`config.mk`:
```
export PLATFORM = sky130hd
export DESIGN_NAME = four_level_page_walk
export DESIGN_NICKNAME = d
export VERILOG_FILES = /design/src/rtl/fpw_pkg.sv /design/src/rtl/fpw_fifo.sv /design/src/rtl/fpw_front.sv /design/src/rtl/fpw_back.sv /design/src/rtl/four_level_page_walk.sv
export SDC_FILE = /design/constraint.sdc
export NUM_CORES = 1
export LEC_CHECK = 0
export BUFFER_PORTS_ARGS = -buffer_cell sky130_fd_sc_hd__buf_2
export CAP_MARGIN = 5
export CORE_MARGIN = 2
export CORE_UTILIZATION = 41
export CTS_BUF_LIST = sky130_fd_sc_hd__clkbuf_16
export CTS_CLUSTER_DIAMETER = 200
export CTS_CLUSTER_SIZE = 16
export DETAILED_ROUTE_END_ITERATION = 8
export SETUP_SLACK_MARGIN = 0.2
export SLEW_MARGIN = 5
export SYNTH_ARGS = -nofsm -noshare
export SYNTH_HDL_FRONTEND = slang
export SYNTH_SLANG_ARGS = --single-unit
```
`constraint.sdc`:
```
create_clock -name clk -period 3.69 [get_ports clk]
set_input_delay 0 -clock clk [delete_from_list [all_inputs] [get_ports clk]]
set_output_delay 0 -clock clk [all_outputs]
set_load 0.03 [all_outputs]
```
`src/rtl/fpw_pkg.sv`:
```
package fpw_pkg;

  localparam int VADDR_BITS  = 48;
  localparam int PA_WIDTH    = 52;
  localparam int ENTRY_WIDTH = 64;
  localparam int PAGE_SHIFT  = 12;
  localparam int HUGE_SHIFT  = 21;
  localparam int IDX_BITS    = 9;
  localparam int PAGE_BITS   = PA_WIDTH - PAGE_SHIFT;
  localparam int BIT_PRESENT = 0;
  localparam int BIT_HUGE    = 7;

  typedef enum logic [1:0] {
    KIND_READ  = 2'd0,
    KIND_DONE  = 2'd1,
    KIND_STRAY = 2'd2
  } kind_t;

  localparam logic [1:0] LVL_PML4 = 2'd0;
  localparam logic [1:0] LVL_PDPT = 2'd1;
  localparam logic [1:0] LVL_PD   = 2'd2;
  localparam logic [1:0] LVL_PT   = 2'd3;

  // classified item handed from front to back
  typedef struct packed {
    logic                  is_req;
    logic [VADDR_BITS-1:0] vaddr;
    logic                  present;
    logic                  huge;
    logic [PAGE_BITS-1:0]  page;
  } item_t;

  typedef struct packed {
    kind_t               kind;
    logic [PA_WIDTH-1:0] read_addr;
    logic [PA_WIDTH-1:0] phys_addr;
    logic                fault;
    logic [1:0]          fault_level;
    logic                huge_page;
  } result_t;

endpackage

```
`src/rtl/fpw_fifo.sv`:
```
module fpw_fifo #(
  parameter int WIDTH = 8,
  parameter int DEPTH = 2
) (
  input  logic             clk,
  input  logic             rst,
  input  logic             push,
  input  logic [WIDTH-1:0] wdata,
  output logic             full,
  input  logic             pop,
  output logic [WIDTH-1:0] rdata,
  output logic             empty
);

  localparam int PW = (DEPTH > 1) ? $clog2(DEPTH) : 1;
  localparam int CW = $clog2(DEPTH + 1);
  localparam logic [PW-1:0] LAST  = PW'(DEPTH - 1);
  localparam logic [CW-1:0] LIMIT = CW'(DEPTH);

  logic [WIDTH-1:0] mem [DEPTH];
  logic [PW-1:0]    wr_ptr;
  logic [PW-1:0]    rd_ptr;
  logic [CW-1:0]    count;
  logic             do_push;
  logic             do_pop;

  assign full    = (count == LIMIT);
  assign empty   = (count == '0);
  assign do_push = push && !full;
  assign do_pop  = pop && !empty;
  assign rdata   = mem[rd_ptr];

  always_ff @(posedge clk) begin
    if (do_push) begin
      mem[wr_ptr] <= wdata;
    end
  end

  always_ff @(posedge clk) begin
    if (rst) begin
      wr_ptr <= '0;
      rd_ptr <= '0;
      count  <= '0;
    end else begin
      if (do_push) begin
        wr_ptr <= (wr_ptr == LAST) ? '0 : wr_ptr + PW'(1);
      end
      if (do_pop) begin
        rd_ptr <= (rd_ptr == LAST) ? '0 : rd_ptr + PW'(1);
      end
      unique case ({do_push, do_pop})
        2'b10:   count <= count + CW'(1);
        2'b01:   count <= count - CW'(1);
        default: count <= count;
      endcase
    end
  end

endmodule

```
`src/rtl/fpw_front.sv`:
```
module fpw_front import fpw_pkg::*; #(
  parameter int PADDR_BITS = 52
) (
  input  logic                   mode,
  input  logic [VADDR_BITS-1:0]  virt_addr,
  input  logic [ENTRY_WIDTH-1:0] entry_data,
  output item_t                  item
);

  localparam logic [PA_WIDTH-1:0] PA_MASK = PA_WIDTH'({PADDR_BITS{1'b1}});

  logic [PA_WIDTH-1:0] entry_pa;

  // drop entry flag bits and bits beyond the physical address width
  assign entry_pa = entry_data[PA_WIDTH-1:0] & PA_MASK;

  always_comb begin
    item.is_req  = !mode;
    item.vaddr   = virt_addr;
    item.present = entry_data[BIT_PRESENT];
    item.huge    = entry_data[BIT_HUGE];
    item.page    = entry_pa[PA_WIDTH-1:PAGE_SHIFT];
  end

endmodule

```
`src/rtl/fpw_back.sv`:
```
module fpw_back import fpw_pkg::*; #(
  parameter int PADDR_BITS = 52
) (
  input  logic                clk,
  input  logic                rst,
  input  logic                cfg_write,
  input  logic [PA_WIDTH-1:0] cfg_data,
  input  logic                item_valid,
  input  item_t               item,
  input  logic                res_full,
  output logic                step,
  output result_t             res
);

  localparam logic [PA_WIDTH-1:0] PA_MASK = PA_WIDTH'({PADDR_BITS{1'b1}});

  logic [PA_WIDTH-1:0]   root_table_base;
  logic                  walk_busy;
  logic [1:0]            walk_level;
  logic [VADDR_BITS-1:0] held_vaddr;
  logic                  walk_busy_next;
  logic [1:0]            walk_level_next;
  logic [VADDR_BITS-1:0] held_vaddr_next;
  logic [PA_WIDTH-1:0]   root_pa;

  function automatic logic [IDX_BITS-1:0] level_index(input logic [VADDR_BITS-1:0] va,
                                                      input logic [1:0] lvl);
    logic [IDX_BITS-1:0] idx;
    unique case (lvl)
      LVL_PML4: idx = va[47:39];
      LVL_PDPT: idx = va[38:30];
      LVL_PD:   idx = va[29:21];
      default:  idx = va[20:12];
    endcase
    return idx;
  endfunction

  assign step    = item_valid && !res_full;
  assign root_pa = root_table_base & PA_MASK;

  always_comb begin
    walk_busy_next  = walk_busy;
    walk_level_next = walk_level;
    held_vaddr_next = held_vaddr;
    res             = '0;
    res.kind        = KIND_READ;
    priority if (item.is_req) begin
      // restart at PML4 whatever walk was in flight
      held_vaddr_next = item.vaddr;
      walk_busy_next  = 1'b1;
      walk_level_next = LVL_PML4;
      res.read_addr   = {root_pa[PA_WIDTH-1:PAGE_SHIFT],
                         level_index(item.vaddr, LVL_PML4), 3'b000};
    end else if (!walk_busy) begin
      res.kind = KIND_STRAY;
    end else if (!item.present) begin
      walk_busy_next  = 1'b0;
      walk_level_next = LVL_PML4;
      res.kind        = KIND_DONE;
      res.fault       = 1'b1;
      res.fault_level = walk_level;
    end else if (walk_level == LVL_PD && item.huge) begin
      walk_busy_next  = 1'b0;
      walk_level_next = LVL_PML4;
      res.kind        = KIND_DONE;
      res.huge_page   = 1'b1;
      res.phys_addr   = {item.page[PAGE_BITS-1:HUGE_SHIFT-PAGE_SHIFT],
                         held_vaddr[HUGE_SHIFT-1:0]};
    end else if (walk_level == LVL_PT) begin
      walk_busy_next  = 1'b0;
      walk_level_next = LVL_PML4;
      res.kind        = KIND_DONE;
      res.phys_addr   = {item.page, held_vaddr[PAGE_SHIFT-1:0]};
    end else begin
      walk_level_next = walk_level + 2'd1;
      res.read_addr   = {item.page, level_index(held_vaddr, walk_level + 2'd1), 3'b000};
    end
  end

  always_ff @(posedge clk) begin
    if (rst) begin
      root_table_base <= '0;
      walk_busy       <= 1'b0;
      walk_level      <= LVL_PML4;
      held_vaddr      <= '0;
    end else begin
      if (cfg_write) begin
        root_table_base <= cfg_data;
      end
      if (step) begin
        walk_busy  <= walk_busy_next;
        walk_level <= walk_level_next;
        held_vaddr <= held_vaddr_next;
      end
    end
  end

endmodule

```
`src/rtl/four_level_page_walk.sv`:
```
// Page-table walker for four-level x86_64 tables. Push translate requests
// (mode 0) and returned table entries (mode 1); every item yields exactly one
// result: a read request for the next entry, a finished walk (physical
// address, 2 MB flag, or fault with its level), or a stray-data notice. One
// item is taken per cycle while the input queue is not full. An item passes a
// two-entry input queue and the walk stage, and its result is written into a
// two-entry output queue. The walk stage retires one item per cycle and stalls
// only while the output queue is full. A new request aborts any walk in flight.
module four_level_page_walk import fpw_pkg::*; #(
  parameter int PADDR_BITS = 52
) (
  input  logic                   clk,
  input  logic                   rst,
  input  logic                   cfg_write,
  input  logic [PA_WIDTH-1:0]    cfg_data,
  input  logic                   push,
  output logic                   full,
  input  logic                   mode,
  input  logic [VADDR_BITS-1:0]  virt_addr,
  input  logic [ENTRY_WIDTH-1:0] entry_data,
  output logic                   empty,
  input  logic                   pop,
  output logic [1:0]             kind,
  output logic [PA_WIDTH-1:0]    read_addr,
  output logic [PA_WIDTH-1:0]    phys_addr,
  output logic                   fault,
  output logic [1:0]             fault_level,
  output logic                   huge_page
);

  item_t   item_in;
  item_t   item_q;
  logic    item_empty;
  logic    step;
  result_t res_in;
  result_t res_q;
  logic    res_full;

  fpw_front #(.PADDR_BITS(PADDR_BITS)) u_front (
    .mode       (mode),
    .virt_addr  (virt_addr),
    .entry_data (entry_data),
    .item       (item_in)
  );

  fpw_fifo #(.WIDTH($bits(item_t)), .DEPTH(2)) u_item_q (
    .clk   (clk),
    .rst   (rst),
    .push  (push),
    .wdata (item_in),
    .full  (full),
    .pop   (step),
    .rdata (item_q),
    .empty (item_empty)
  );

  fpw_back #(.PADDR_BITS(PADDR_BITS)) u_back (
    .clk        (clk),
    .rst        (rst),
    .cfg_write  (cfg_write),
    .cfg_data   (cfg_data),
    .item_valid (!item_empty),
    .item       (item_q),
    .res_full   (res_full),
    .step       (step),
    .res        (res_in)
  );

  fpw_fifo #(.WIDTH($bits(result_t)), .DEPTH(2)) u_res_q (
    .clk   (clk),
    .rst   (rst),
    .push  (step),
    .wdata (res_in),
    .full  (res_full),
    .pop   (pop),
    .rdata (res_q),
    .empty (empty)
  );

  assign kind        = res_q.kind;
  assign read_addr   = res_q.read_addr;
  assign phys_addr   = res_q.phys_addr;
  assign fault       = res_q.fault;
  assign fault_level = res_q.fault_level;
  assign huge_page   = res_q.huge_page;

endmodule
```
==> run metrics <==
critical path's slowest cell=ha_1; Syn Std Cell Area=19400 sq um; CP delay by family, top=buffers and inverters; Max Freq=362 MHz; # fillers=3965; Synth top cells by count=edfxtp_1, mux2i_1, mux2_2; first-pass GRT wire length=71.4 mm; RSZ-0062 raised after global routing=no; grt ovf=0; num ports=about 280; Tmin final=2.77 ns; Ant. Diodes=0; hold_sp=rst; Synth Area per Inst=15.6 sq um; Ys Warns=0; share of cells above drive strength 1=0.278; pwr dens=777 nW/um^2; Peak VDD IR=approximately 0.00056 V; Tightest Pin Transition=1.01 ns; Core Box Area=46600 sq um; most used cell, CP=inv_1; area leader, netlist=edfxtp_1; post-CTS resize count=0; Synth async-reset ratio=0; WP data arrival=just over 3 ns; top-count cell post-synth=edfxtp_1; CTS Buf Count=37; critical path endpoint category=flip-flop; CTS root buf=clkbuf_16; Max clock buf depth=3; first drt pass iteration count=6; # rows=between 70 and 80; worst-path cell chain=inv_1 -> ha_1 -> inv_1 -> o221ai_4 -> buf_4 -> o21ai_0; top cells by area, synth=edfxtp_1, dfxtp_1, mux2_2; initial antenna violation count=2; Final nets=roughly 1800; hpwl dp=28.4 mm; critical path fanouts, max=31; Hold Crit Endpoint=u_back.root_pa[46]$_SDFFE_PP0P_; Global Route Usage Sum=0.190; FF+latch area=around 14000 sq um; drt drc=0; Hold Path Class=in -> reg; max-slew violation count=0; status=completed; Final setup viols=0; routed wire length=47.6 mm; EDFF count, synth=396; initial DRC count=739; Main synth FF type=edfxtp_1; Initial Util=0.416; WL/cell=21.4 microns; Worst R2R Setup Slack=0.92 ns; Via Count=11800; Setup TNS Final=0 ns; Final Core Density=0.509; hold path depth=2; Slew headroom=0.325; Synth Instances=about 1200; Final ANT Viol Nets=0; r2r worst-path depth=6; critical path data required time=about 4 ns; worst skew pair latency=0.56 ns; register bit total from synthesis=497; clock skew=around 0.025 ns; Seq/Total Area, Yosys=0.719; P&R area growth vs syn=22.5%; final hold vios=0; H-tree Lvls=2; CTS tree=built; Die Y=between 200 and 250 microns; Setup crit start kind=flip-flop; Worst R2R End=u_res_q.mem[0][81]$_DFFE_PP_; CTS sink cnt=497; Port Buffers=between 200 and 250; die area=49000 sq um; critical path class=reg -> reg; launching point of the worst reg2reg path=u_back.walk_level[0]$_SDFFE_PP0P_; largest net degree at the start of global routing=92; area share of the largest cell type after synthesis=0.614; GPL Wtd Cong=0.791; Largest stage delay, worst path=roughly 0.48 ns; leak pwr=8.54 nW; buffers plus inverters on the worst setup path=3; post-DR vias/cell=around 5.3; clk slew on worst S/H paths=0.08 ns; maxcap violations=0; post-synth cell types=46; Die X=221 microns; vias in the first global route=12000; area of the multi-input gates=roughly 5000 sq um; Period Utilization, post-route=0.750
## power by group
| part | internal, mW | switching [mW] | leakage, nW |
|---|---|---|---|
| sequential | 7.68 | 0.527 | 4.56 |
| combinational | 2.14 | 4.26 | 3.34 |
| clock | 1.92 | 1.90 | 0.636 |
| total | 11.7 | 6.69 | 8.54 |
## worst max-delay path by stage
stage,slack (ns),endpoint,cells past startpoint,from
floorplan,0.32,u_res_q.mem[0][0]$_DFFE_PP_,3,u_item_q.count[0]$_SDFFE_PP0P_
global placement,0.99,u_back.held_vaddr[10]$_SDFFE_PP0P_,4,flip-flop
detailed placement,0.93,u_back.held_vaddr[26]$_SDFFE_PP0P_,4,flip-flop
CTS,0.92,u_back.held_vaddr[18]$_SDFFE_PP0P_,4,flip-flop
global route,0.75,u_res_q.mem[0][107]$_DFFE_PP_,6,u_back.walk_level[0]$_SDFFE_PP0P_
finish,0.92,u_res_q.mem[0][81]$_DFFE_PP_,6,u_back.walk_level[0]$_SDFFE_PP0P_
## stage by stage
stage	worst slack, ns	power, mW	std cells	cell area, sq um	hold WS [ns]
final	0.924	18.4	2229	23700	0.0469
after global routing	0.747	19.3	2229	23700	0.0454
after global placement	0.988	14.6	2022	21200	0.190
after detailed placement	0.928	14.7	2022	21200	0.191
after floorplan	0.322	12.6	1244	19400	0.0989
after CTS	0.918	18.7	2229	23700	0.00263
## logic make-up (layout without fill, tap and decap cells)
family | Yosys count | in the layout | synth area share
compound gates | 216 | 216 | 0.0777
xor+xnor | 5 | 5 | 0.00226
fa+ha+maj | 8 | 8 | 0.00517
buf+inv | 110 | 488 | 0.0250
flops | 497 | 497 | 0.719
mux | 239 | 239 | 0.132
other cells | 1 | 3 | 0.000194
simple gates | 166 | 166 | 0.0394
## flip-flops by register name, summed over array words and instances (netlist names), 2 cells and up, named ones only
register           flops
u_item_q.mem         182
u_res_q.mem          214
u_back.root_pa        40
u_item_q.count         2
u_back.held_vaddr     48
u_back.walk_level      2
u_res_q.count          2
## what timing repair did
| action | 4_1_cts | 5_1_grt |
|---|---|---|
| hold endpoints to repair | 227 | 0 |
| setup buffers | 0 | 0 |
| hold buffers | 139 | 0 |
## layout by cell type (no fill, tap or decap), types with 3 or more instances in the layout
master / instances
edfxtp_1: 396
buf_2: 243
dlygate4sd3_1: 139
mux2i_1: 121
mux2_2: 116
dfxtp_1: 99
nor2_1: 51
a31oi_1: 48
o21ai_0: 47
nand2_1: 42
clkbuf_16: 39
inv_1: 38
a211oi_1: 38
nor3_1: 33
buf_4: 20
a21oi_1: 16
and3_1: 12
o21a_1: 11
a211oi_2: 10
nand3_1: 9
o211ai_1: 9
a32o_1: 9
a222oi_1: 9
a22oi_1: 9
ha_1: 8
or3_1: 5
buf_12: 5
xnor2_1: 3
conb_1: 3
## routing by layer
layer,share of wire,global-route usage
met1,0.43,0.246
met2,0.49,0.326
met3,0.052,0.0336
met4,0.023,0.0587
met5,0.00046,0
## area by class of cell
class / count / share of cell area
Clock buffer: 39 / 0.0412
Clock inverter: 29 / 0.00533
Inverter: 13 / 0.00227
Multi-Input combinational cell: 637 / 0.212
Sequential cell: 497 / 0.587
Tap cell: 607 / 0.0320
Timing Repair Buffer: 407 / 0.121
Note: power is estimated with default switching activity, not from simulation.
